<file path="config.mk">
export PLATFORM = sky130hd
export DESIGN_NAME = intel_hex_to_boot_frames
export DESIGN_NICKNAME = d
export VERILOG_FILES = /design/src/sv/ihbf_pkg.sv /design/src/sv/intel_hex_to_boot_frames.sv /design/src/sv/ihbf_parser.sv
export SDC_FILE = /design/constraint.sdc
export NUM_CORES = 1
export LEC_CHECK = 0
export BUFFER_PORTS_ARGS = -buffer_cell sky130_fd_sc_hd__buf_4
export CORE_MARGIN = 3
export CORE_UTILIZATION = 45
export DETAILED_ROUTE_END_ITERATION = 6
export GPL_TIMING_DRIVEN = 0
export PLACE_DENSITY = 0.72
export REMOVE_ABC_BUFFERS = 1
export SYNTH_ARGS = -nofsm -noshare
export SYNTH_HDL_FRONTEND = slang
export SYNTH_SLANG_ARGS = --single-unit
</file>
<file path="constraint.sdc">
create_clock -name clk -period 4.1 [get_ports clk]
set_clock_uncertainty 0.15 [all_clocks]
set_input_delay 0.82 -clock clk [delete_from_list [all_inputs] [get_ports clk]]
set_output_delay 0.82 -clock clk [all_outputs]
set_load 0.02 [all_outputs]
</file>
<file path="src/sv/ihbf_pkg.sv">
// ----------------------------------------------------------------------------
// ihbf_pkg
// Shared constants and types for the Intel HEX to boot frame converter.
// ----------------------------------------------------------------------------
package ihbf_pkg;

  localparam int MaxBytes = 5;

  localparam logic [7:0] CHAR_COLON   = 8'h3A;
  localparam logic [7:0] CHAR_NEWLINE = 8'h0A;

  localparam logic [7:0] FRAME_START = 8'h02;
  localparam logic [7:0] FRAME_END   = 8'h03;

  localparam logic [7:0] REC_DATA = 8'h00;
  localparam logic [7:0] REC_EOF  = 8'h01;

  typedef logic [$clog2(MaxBytes+1)-1:0] count_t;

  // Bytes caused by one input word, element 0 goes out first.
  typedef struct packed {
    count_t                     count;
    logic [MaxBytes-1:0][7:0]   bytes;
    logic                       finished;
  } frame_t;

endpackage

</file>
<file path="src/sv/intel_hex_to_boot_frames.sv">
// The first frame byte of an input word is offered in the cycle after the word is taken.
// Throughput: one word per cycle while each word yields at most one byte and out_ready is
// high; a word that yields more bytes holds off the next word until its last byte is taken.
// Reset: synchronous rst clears the parser state and drops any queued frame bytes.
// ----------------------------------------------------------------------------
// intel_hex_to_boot_frames
// Converts an Intel HEX character stream into serial bootloader frames.
// ----------------------------------------------------------------------------
module intel_hex_to_boot_frames (
  input  logic       clk,
  input  logic       rst,
  input  logic       in_valid,
  output logic       in_ready,
  input  logic       op,
  input  logic [7:0] in_char,
  output logic       out_valid,
  input  logic       out_ready,
  output logic [7:0] out_byte,
  output logic       last_of_run
);

  ihbf_pkg::frame_t                     frame;
  ihbf_pkg::count_t                     remaining;
  logic [ihbf_pkg::MaxBytes-1:0][7:0]   sbuf;
  logic                                 in_acc;
  logic                                 out_acc;

  assign out_valid   = remaining != '0;
  assign out_byte    = sbuf[0];
  assign last_of_run = remaining == ihbf_pkg::count_t'(1);
  assign in_ready    = (remaining == '0) || (last_of_run && out_ready);
  assign in_acc      = in_valid && in_ready;
  assign out_acc     = out_valid && out_ready;

  ihbf_parser u_parser (
    .clk     (clk),
    .rst     (rst),
    .accept  (in_acc),
    .op      (op),
    .in_char (in_char),
    .frame   (frame)
  );

  always_ff @(posedge clk) begin
    if (rst) begin
      remaining <= '0;
    end else if (in_acc) begin
      remaining <= frame.count;
    end else if (out_acc) begin
      remaining <= remaining - ihbf_pkg::count_t'(1);
    end
  end

  // load a new burst, or advance to the next byte of the current one
  always_ff @(posedge clk) begin
    if (in_acc) begin
      sbuf <= frame.bytes;
    end else if (out_acc) begin
      sbuf <= {8'd0, sbuf[ihbf_pkg::MaxBytes-1:1]};
    end
  end

  a_rem_bound: assert property (@(posedge clk) disable iff (rst)
    remaining <= ihbf_pkg::count_t'(ihbf_pkg::MaxBytes)) else $error("queue overfilled");
  a_no_overwrite: assert property (@(posedge clk) disable iff (rst)
    in_acc |-> remaining == '0 || (remaining == ihbf_pkg::count_t'(1) && out_acc))
    else $error("burst overwritten before drained");
  a_burst_cont: assert property (@(posedge clk) disable iff (rst)
    out_acc && !last_of_run |=> out_valid) else $error("burst broken");
  a_fin_quiet: assert property (@(posedge clk) disable iff (rst)
    in_acc && frame.finished |=> !out_valid) else $error("word after finish");

endmodule

</file>
<file path="src/sv/ihbf_parser.sv">
// ----------------------------------------------------------------------------
// ihbf_parser
// Record parser state and the burst of frame bytes for each input word.
// ----------------------------------------------------------------------------
module ihbf_parser (
  input  logic               clk,
  input  logic               rst,
  input  logic               accept,
  input  logic               op,
  input  logic [7:0]         in_char,
  output ihbf_pkg::frame_t   frame
);

  localparam logic [2:0] PH_START  = 3'd0;
  localparam logic [2:0] PH_HEADER = 3'd1;
  localparam logic [2:0] PH_DATA   = 3'd2;
  localparam logic [2:0] PH_CHECK  = 3'd3;
  localparam logic [2:0] PH_SKIP   = 3'd4;

  logic [2:0]  line_phase,     line_phase_next;
  logic [9:0]  digit_position, digit_position_next;
  logic [3:0]  high_nibble,    high_nibble_next;
  logic [7:0]  record_length,  record_length_next;
  logic [15:0] record_offset,  record_offset_next;
  logic [7:0]  record_kind,    record_kind_next;
  logic [7:0]  data_left,      data_left_next;
  logic [31:0] checksum_total, checksum_total_next;
  logic        finished,       finished_next;

  logic        hex_ok;
  logic [3:0]  hex_val;
  logic [7:0]  pair;
  logic [8:0]  idx;

  always_comb begin
    hex_ok  = 1'b1;
    hex_val = 4'd0;
    if (in_char >= 8'h30 && in_char <= 8'h39) begin
      hex_val = 4'(in_char - 8'h30);
    end else if (in_char >= 8'h41 && in_char <= 8'h46) begin
      hex_val = 4'(in_char - 8'h37);
    end else if (in_char >= 8'h61 && in_char <= 8'h66) begin
      hex_val = 4'(in_char - 8'h57);
    end else begin
      hex_ok = 1'b0;
    end
  end

  assign pair = {high_nibble, hex_val};
  assign idx  = digit_position[9:1];

  always_comb begin
    line_phase_next     = line_phase;
    digit_position_next = digit_position;
    high_nibble_next    = high_nibble;
    record_length_next  = record_length;
    record_offset_next  = record_offset;
    record_kind_next    = record_kind;
    data_left_next      = data_left;
    checksum_total_next = checksum_total;
    finished_next       = finished;
    frame.count         = '0;
    frame.bytes         = '0;

    if (!finished) begin
      if (op) begin
        frame.count    = ihbf_pkg::count_t'(5);
        frame.bytes[0] = ihbf_pkg::FRAME_END;
        frame.bytes[1] = checksum_total[31:24];
        frame.bytes[2] = checksum_total[23:16];
        frame.bytes[3] = checksum_total[15:8];
        frame.bytes[4] = checksum_total[7:0];
        finished_next   = 1'b1;
        line_phase_next = PH_SKIP;
      end else if (line_phase == PH_START) begin
        if (in_char == ihbf_pkg::CHAR_COLON) begin
          line_phase_next     = PH_HEADER;
          digit_position_next = '0;
        end else if (in_char != ihbf_pkg::CHAR_NEWLINE) begin
          line_phase_next = PH_SKIP;
        end
      end else if (line_phase == PH_HEADER || line_phase == PH_DATA ||
                   line_phase == PH_CHECK) begin
        if (!hex_ok) begin
          line_phase_next = (in_char == ihbf_pkg::CHAR_NEWLINE) ? PH_START : PH_SKIP;
        end else if (!digit_position[0]) begin
          high_nibble_next    = hex_val;
          digit_position_next = digit_position + 10'd1;
        end else begin
          digit_position_next = digit_position + 10'd1;
          if (line_phase == PH_HEADER) begin
            if (idx == 9'd0) begin
              record_length_next = pair;
              data_left_next     = pair;
            end else if (idx == 9'd1) begin
              record_offset_next = {pair, record_offset[7:0]};
            end else if (idx == 9'd2) begin
              record_offset_next = {record_offset[15:8], pair};
            end else begin
              record_kind_next = pair;
              if (pair == ihbf_pkg::REC_DATA) begin
                frame.count    = ihbf_pkg::count_t'(4);
                frame.bytes[0] = ihbf_pkg::FRAME_START;
                frame.bytes[1] = record_offset[15:8];
                frame.bytes[2] = record_offset[7:0];
                frame.bytes[3] = record_length;
                line_phase_next = (data_left != 8'd0) ? PH_DATA : PH_CHECK;
              end else if (pair == ihbf_pkg::REC_EOF) begin
                frame.count    = ihbf_pkg::count_t'(5);
                frame.bytes[0] = ihbf_pkg::FRAME_END;
                frame.bytes[1] = checksum_total[31:24];
                frame.bytes[2] = checksum_total[23:16];
                frame.bytes[3] = checksum_total[15:8];
                frame.bytes[4] = checksum_total[7:0];
                finished_next   = 1'b1;
                line_phase_next = PH_SKIP;
              end else begin
                line_phase_next = PH_SKIP;
              end
            end
          end else if (line_phase == PH_DATA) begin
            frame.count    = ihbf_pkg::count_t'(1);
            frame.bytes[0] = pair;
            data_left_next = data_left - 8'd1;
            if (data_left == 8'd1) line_phase_next = PH_CHECK;
          end else begin
            frame.count         = ihbf_pkg::count_t'(1);
            frame.bytes[0]      = pair;
            checksum_total_next = checksum_total + {24'd0, pair};
            line_phase_next     = PH_SKIP;
          end
        end
      end else begin
        // skip to end of line, unused codes included
        if (in_char == ihbf_pkg::CHAR_NEWLINE) line_phase_next = PH_START;
      end
    end
    frame.finished = finished;
  end

  always_ff @(posedge clk) begin
    if (rst) begin
      line_phase     <= PH_START;
      digit_position <= '0;
      high_nibble    <= '0;
      record_length  <= '0;
      record_offset  <= '0;
      record_kind    <= '0;
      data_left      <= '0;
      checksum_total <= '0;
      finished       <= 1'b0;
    end else if (accept) begin
      line_phase     <= line_phase_next;
      digit_position <= digit_position_next;
      high_nibble    <= high_nibble_next;
      record_length  <= record_length_next;
      record_offset  <= record_offset_next;
      record_kind    <= record_kind_next;
      data_left      <= data_left_next;
      checksum_total <= checksum_total_next;
      finished       <= finished_next;
    end
  end

  // finished is sticky
  a_fin_sticky: assert property (@(posedge clk) disable iff (rst)
    finished |=> finished) else $error("finished flag dropped");
  // data phase never entered with nothing left
  a_data_left: assert property (@(posedge clk) disable iff (rst)
    line_phase == PH_DATA |-> data_left != 8'd0) else $error("data phase with zero left");
  // nothing is produced once finished
  a_fin_quiet: assert property (@(posedge clk) disable iff (rst)
    finished |-> frame.count == '0) else $error("output after finish");

endmodule

</file>
# Word-level counts from Yosys, hierarchy flattened
# Index checks and enable logic that the tools add are counted.
totals:
  register_bits: 125
  latch_bits: 0
  ramBits: 0
  rom_bits: 0
  out_inout_bits: 11
  wordCells: 147
  mem_count: 0
op_classes:
  addsub: 7
  multipliers: 0
  div: 0
  magnitude_cmp: 6
  n_eq_ne: 19
  shift: 0
  n_mux: 64
  bitwise: 8
  reduce_logical: 28
op_table:
  columns: ["cell", "n"]
  rows:
  - ["$mux W43", 10]
  - ["$mux W40", 2]
  - ["$mux W32", 2]
  - ["$mux W3", 20]
  - ["$mux W8", 6]
  - ["$mux W10", 4]
  - ["$reduce_and A9 Y1", 4]
  - ["$add A32 B8 Y32", 1]
  - ["$ne A6 B6 Y1 const B", 3]
  - ["$eq A8 B1 Y1 const B", 2]
  - ["$ge A8 B7 Y1 const B", 2]
  - ["$le A8 B7 Y1 const B", 2]
  - ["$mux W1", 16]
  - ["$mux W16", 1]
  - ["$mux W4", 3]
  - ["$reduce_and A11 Y1", 1]
  - ["$add A10 B1 Y10 const B", 1]
  - ["$reduce_and A10 Y1", 1]
  - ["$eq A9 B1 Y1 const B", 1]
  - ["$eq A9 B2 Y1 const B", 1]
  - ["$logic_not A9 Y1", 1]
  - ["$eq A8 B4 Y1 const B", 1]
  - ["$eq A8 B6 Y1 const B", 1]
  - ["$ge A8 B6 Y1 const B", 1]
  - ["other kinds (23)", 45]

# Depth between registers and ports, before layout
logic_depth:
  ltp_word: 19
  mapped_depth: 15
  mapped_depth_nobuf: 13

# Hierarchy
# A second synthesis with hierarchy kept.
unflattened:
  cells_unflattened: 793
  area_unflattened_um2: 7066.8
modules_own_cells:
  columns: ["module", "n_inst", "cells_each", "area_per_inst_um2", "seq_area_each_um2"]
  rows:
  - ["ihbf_parser", 1, 668, 5073.6, 1641.6]
  - ["intel_hex_to_boot_frames", 1, 125, 1993.2, 1261.2]

# Least setup slack after synthesis
# No wires, ideal clock.
synth_timing:
  kind: "input port to flip-flop"
  start: "input port in_char[3]"
  end: "register u_parser.checksum_total[31]"
  setup_time_ns: 0.123
  arrival_ns: 4.056
  setup_slack_ns: -0.229
  path_stages: 12
  path_cell_list: "or4b_4 -> or3_1 -> nand2_1 -> and2_1 -> clkbuf_1 -> ha_1 -> a211oi_1 -> o21bai_1 -> o21ai_0 -> a2111oi_4 -> nand4_1 -> mux2_1"
synth_via:
  elab_chain_len: 6
synth_rtl:
  columns: ["element", "line_no", "text"]
  rows:
  - ["start, declared", "intel_hex_to_boot_frames.sv:15", "input logic [7:0] in_char,"]
  - ["$ge A8 B7 Y1 or $le A8 B7 Y1 (tied branches)", "ihbf_parser.sv:42", "end else if (in_char >= 8'h61 && in_char <= 8'h66) begin"]
  - ["$logic_and A1 B1 Y1", "ihbf_parser.sv:42", null]
  - ["$mux W4", "ihbf_parser.sv:42", null]
  - ["$mux W4", "ihbf_parser.sv:40", "end else if (in_char >= 8'h41 && in_char <= 8'h46) begin"]
  - ["$mux W4 (*)", "ihbf_parser.sv:38", "if (in_char >= 8'h30 && in_char <= 8'h39) begin"]
  - ["named net u_parser.hex_val[1]", "ihbf_parser.sv:31", "logic [3:0] hex_val;"]
  - ["$add A32 B8 Y32 (*)", "ihbf_parser.sv:129", "checksum_total_next = checksum_total + {24'd0, pair};"]
  - ["end signal, assigned", "ihbf_parser.sv:160", "checksum_total <= checksum_total_next;"]
  - ["end, declared", "ihbf_parser.sv:27", "logic [31:0] checksum_total, checksum_total_next;"]
# The timed path passes the listed nets; every way through them passes the cells marked *.
# A chain may end at the register's enable or synchronous reset.

# Worst setup path in the final report
layout_timing:
  start: "input port in_char[7]"
  end: "register u_parser.checksum_total[31]"
# Same word-level chain as after synthesis.

==> results by group <==
Outcome
  – Result of the run: finished, final reports clean

Floorplan
  – Initial Util: a little under half
  – Row Count: 44
  – Core ar.: around 15000 sq um
  – Die width: 128 um
  – Die area: 16400 sq um
  – Die H: between 100 and 150 um
  – # IOs: 24

Flow run
  – Max Cap Viol: 0

Critical path
  – Crit start category: input pin
  – Endpoint class of the critical path: flop
  – Critical Path AT: about 4.2 ns
  – R2r worst-path depth: 8
  – CP Max Fanout: 10
  – CP Class: input pin to flop
  – Worst Path Required: 4.25 ns

Global route
  – Initial antenna violation count: 0
  – Total GRT Usage: a little over a fifth
  – Vias in the first global route: 5427
  – Total gr overflow: 0
  – First-pass GRT wire length: between 20000 and 30000 um
  – Largest net degree at the start of global routing: 85

Drt
  – Remaining DRCs: 0
  – Drt via density: approximately 6.1
  – DR iter-0 viols: approximately 500
  – First drt pass iteration count: 5
  – WL final: 16900 um
  – Antenna-violating nets left: 0
  – DR vias: 5642
  – Wire per inst: 18.4 um

Synth
  – YS warnings: 0
  – Top-area cell type share of the netlist area: between 20% and 30%
  – Post-synthesis cell count: ~730
  – Post-synth top flop: dfxtp_1
  – Avg Cell Area, Syn: approximately 9.3 sq um
  – Post-synth top area cell: dfxtp_1
  – EDFF count, synth: 40
  – Top post-synthesis cells by count: 85 x dfxtp_1, 81 x nor2_1, 47 x a21oi_1, 40 x edfxtp_1, 39 x nand2_1
  – Synth Register Bits: 125
  – Unique masters post-synth: 64
  – Seq/Total Area, Yosys: between 40% and 50%
  – Compound-Gate Fraction of Synth Area: 18.2%
  – Most frequent cell after synthesis: dfxtp_1
  – Mux cell area share after synthesis: 5.25%
  – Simple-gate area share of the yosys netlist: a little under a quarter
  – Synth area leaders: dfxtp_1 25%, edfxtp_1 18%, mux2i_1 4.9%
  – Main combinational cell family by area after synthesis: simple AND/OR/NAND/NOR gates
  – Synthesized area: around 6700 sq um
  – Synth Area in Adders: under 10%
  – XOR/XNOR Fraction of Synth Area: ~2.2%
  – Async set-reset flop share out of synthesis: 0%

Pwr
  – Clk pwr share: a little under two fifths
  – Pwr Density: 520 nW/um^2
  – Internal power: roughly 2800 uW
  – Leakage power: about 0.0029 uW
  – P_sw: 1170 uW
  – Comb pwr share: 21.8%
  – Total Power: around 4000 uW
  – Peak VDD IR: 0.327 mV
  – Sequential group share of total power: approximately 40%
  – Switching share of power: 29.4%

Clock tree
  – H-tree Lvls: 4
  – CTS root buf: clkbuf_16
  – CTS buffer count: 17
  – Clk sinks: around 130
  – CTS tree: built
  – Clk slew on worst S/H paths: 0.06 ns
  – Clock latency on the worst-skew pair: about 0.42 ns
  – Clock buffer depth: 2

STA
  – Setup_tns: 0 ns
  – Peak Freq: 0.248 GHz
  – Final worst slack: about 0.075 ns
  – Setup-failing EPs final: 0
  – Period utilisation layout: approximately 100%
  – Fin. max-slew vios: 0
  – Final hold vios: 0
  – Unrepaired setup endpoints after global routing: true
  – Worst Max-Slew Pin Slew: approximately 1.2 ns
  – Fin crit period: roughly 4.0 ns
  – Worst slew margin: 22.5%

Finish
  – ANT cells: 0
  – Area Overhead vs Synth: 14.0%
  – Final Net Count: 756
  – Post-layout util: about 53%
  – Layout cells sized above 1: between 10% and 20%

Hold path
  – Class of the worst hold path: flop to flop
  – WHS Path Cells: 2

Placement
  – DP Wirelength: 11000 um
  – Port Buffers: 23
  – Worst slack, placed: -1.27 ns
  – GPL Wtd Cong: 0.960
per-layer routing:
layer,wire (um),global-route usage (%),up-vias
met2,7990,32.9,208
met1,7410,27.5,2714
met3,1160,5.54,27
li1,-,-,2693
met4,355,7.68,0
met5,0,0,-
logic make-up after synthesis:
kind of cell	after synthesis
AOI/OAI and AO/OA	169
xor gates and xnor gates	17
adders and majority gates	19
buffers and inverters	72
DFF	125
muxes	35
and+or+nand+nor	289
state kept, by name (all words and copies together) (netlist names):
signal and flops:
sbuf 32, u_parser.checksum_total 32, u_parser.record_offset 16, u_parser.digit_position 10, out_byte 8, u_parser.data_left 8, u_parser.record_length 8, u_parser.high_nibble 4
remaining 3, u_parser.line_phase 3, u_parser.finished 1
through the flow:
step | instance area (sq um) | instances | hold WS (ns)
6_report | 7660 | 921 | 0.304
5_1_grt | 7660 | 921 | 0.349
4_1_cts | 7600 | 921 | 0.309
3_5_place_dp | 6960 | 888 | 0.301
3_3_place_gp | 6910 | 885 | 0.295
2_1_floorplan | 6500 | 678 | 0.276
area by class of cell:
type,instances,area (sq um)
Sequential cell,125,2900
Clock buffer,19,433
Fill cell,1251,6920
Timing Repair Buffer,27,214
Inverter,24,90.1
Clock inverter,13,140
Multi-Input combinational cell,529,3650
Tap cell,184,230
power groups by stage:
stage / Combinational, uW / Clock, uW / Sequential [uW]
3_5_place_dp: 854 / 0 / 1660
3_3_place_gp: 834 / 0 / 1660
5_1_grt: 956 / 1540 / 1660
2_1_floorplan: 530 / 0 / 1700
6_report: 869 / 1480 / 1640
4_1_cts: 865 / 1490 / 1640
worst max-delay path, cell delays in order:
cell	delay (ns)
buf_4	0.12
nand4bb_2	0.44
a21oi_1	0.27
a2bb2oi_2	0.42
nor2_2	0.13
ha_1	0.38
o21ai_0	0.15
o21bai_2	0.22
o21ai_4	0.12
a2111oi_4	0.53
nand4_1	0.20
mux2_1	0.34
cell usage in the layout (no fill, tap or decap), types with 3 or more instances in the layout:
cell type and count:
and2_1 28, mux2i_1 33, xnor2_1 16, nand2b_1 9, dfxtp_1 85, and4_1 3
a211oi_1 9, nor4_1 14, or4_1 14, inv_1 23, buf_4 25, a221o_1 25
nand4_1 7, inv_6 4, edfxtp_1 40, and3_1 14, nor2_1 78, nor2b_1 7
clkbuf_16 17, clkinvlp_4 4, o2111ai_1 4, nor3b_1 3, ha_1 18, a21oi_1 46
nand3_1 16, nor3_1 17, o21ai_0 26, a22o_1 7, o31ai_1 13, nand2_1 39
or2_2 5, clkinv_2 3, or3_1 12
final timing paths:
kind                                      end    startpoint  slack (ns)
setup reg to reg  u_parser.checksum_total[31]  remaining[1]        0.49
hold reg to reg                  remaining[1]  remaining[1]        0.30
hold / removal                   remaining[1]  remaining[1]        0.30
setup / recovery  u_parser.checksum_total[31]    in_char[7]        0.07
repair_timing:
action,in CTS,in global routing
gates resized for setup,15,14
pin swaps,1,2
buffers inserted,1,0
hold buffers,0,0
endpoints found under the setup margin,48,47
Power figures use the tool's default switching activity.
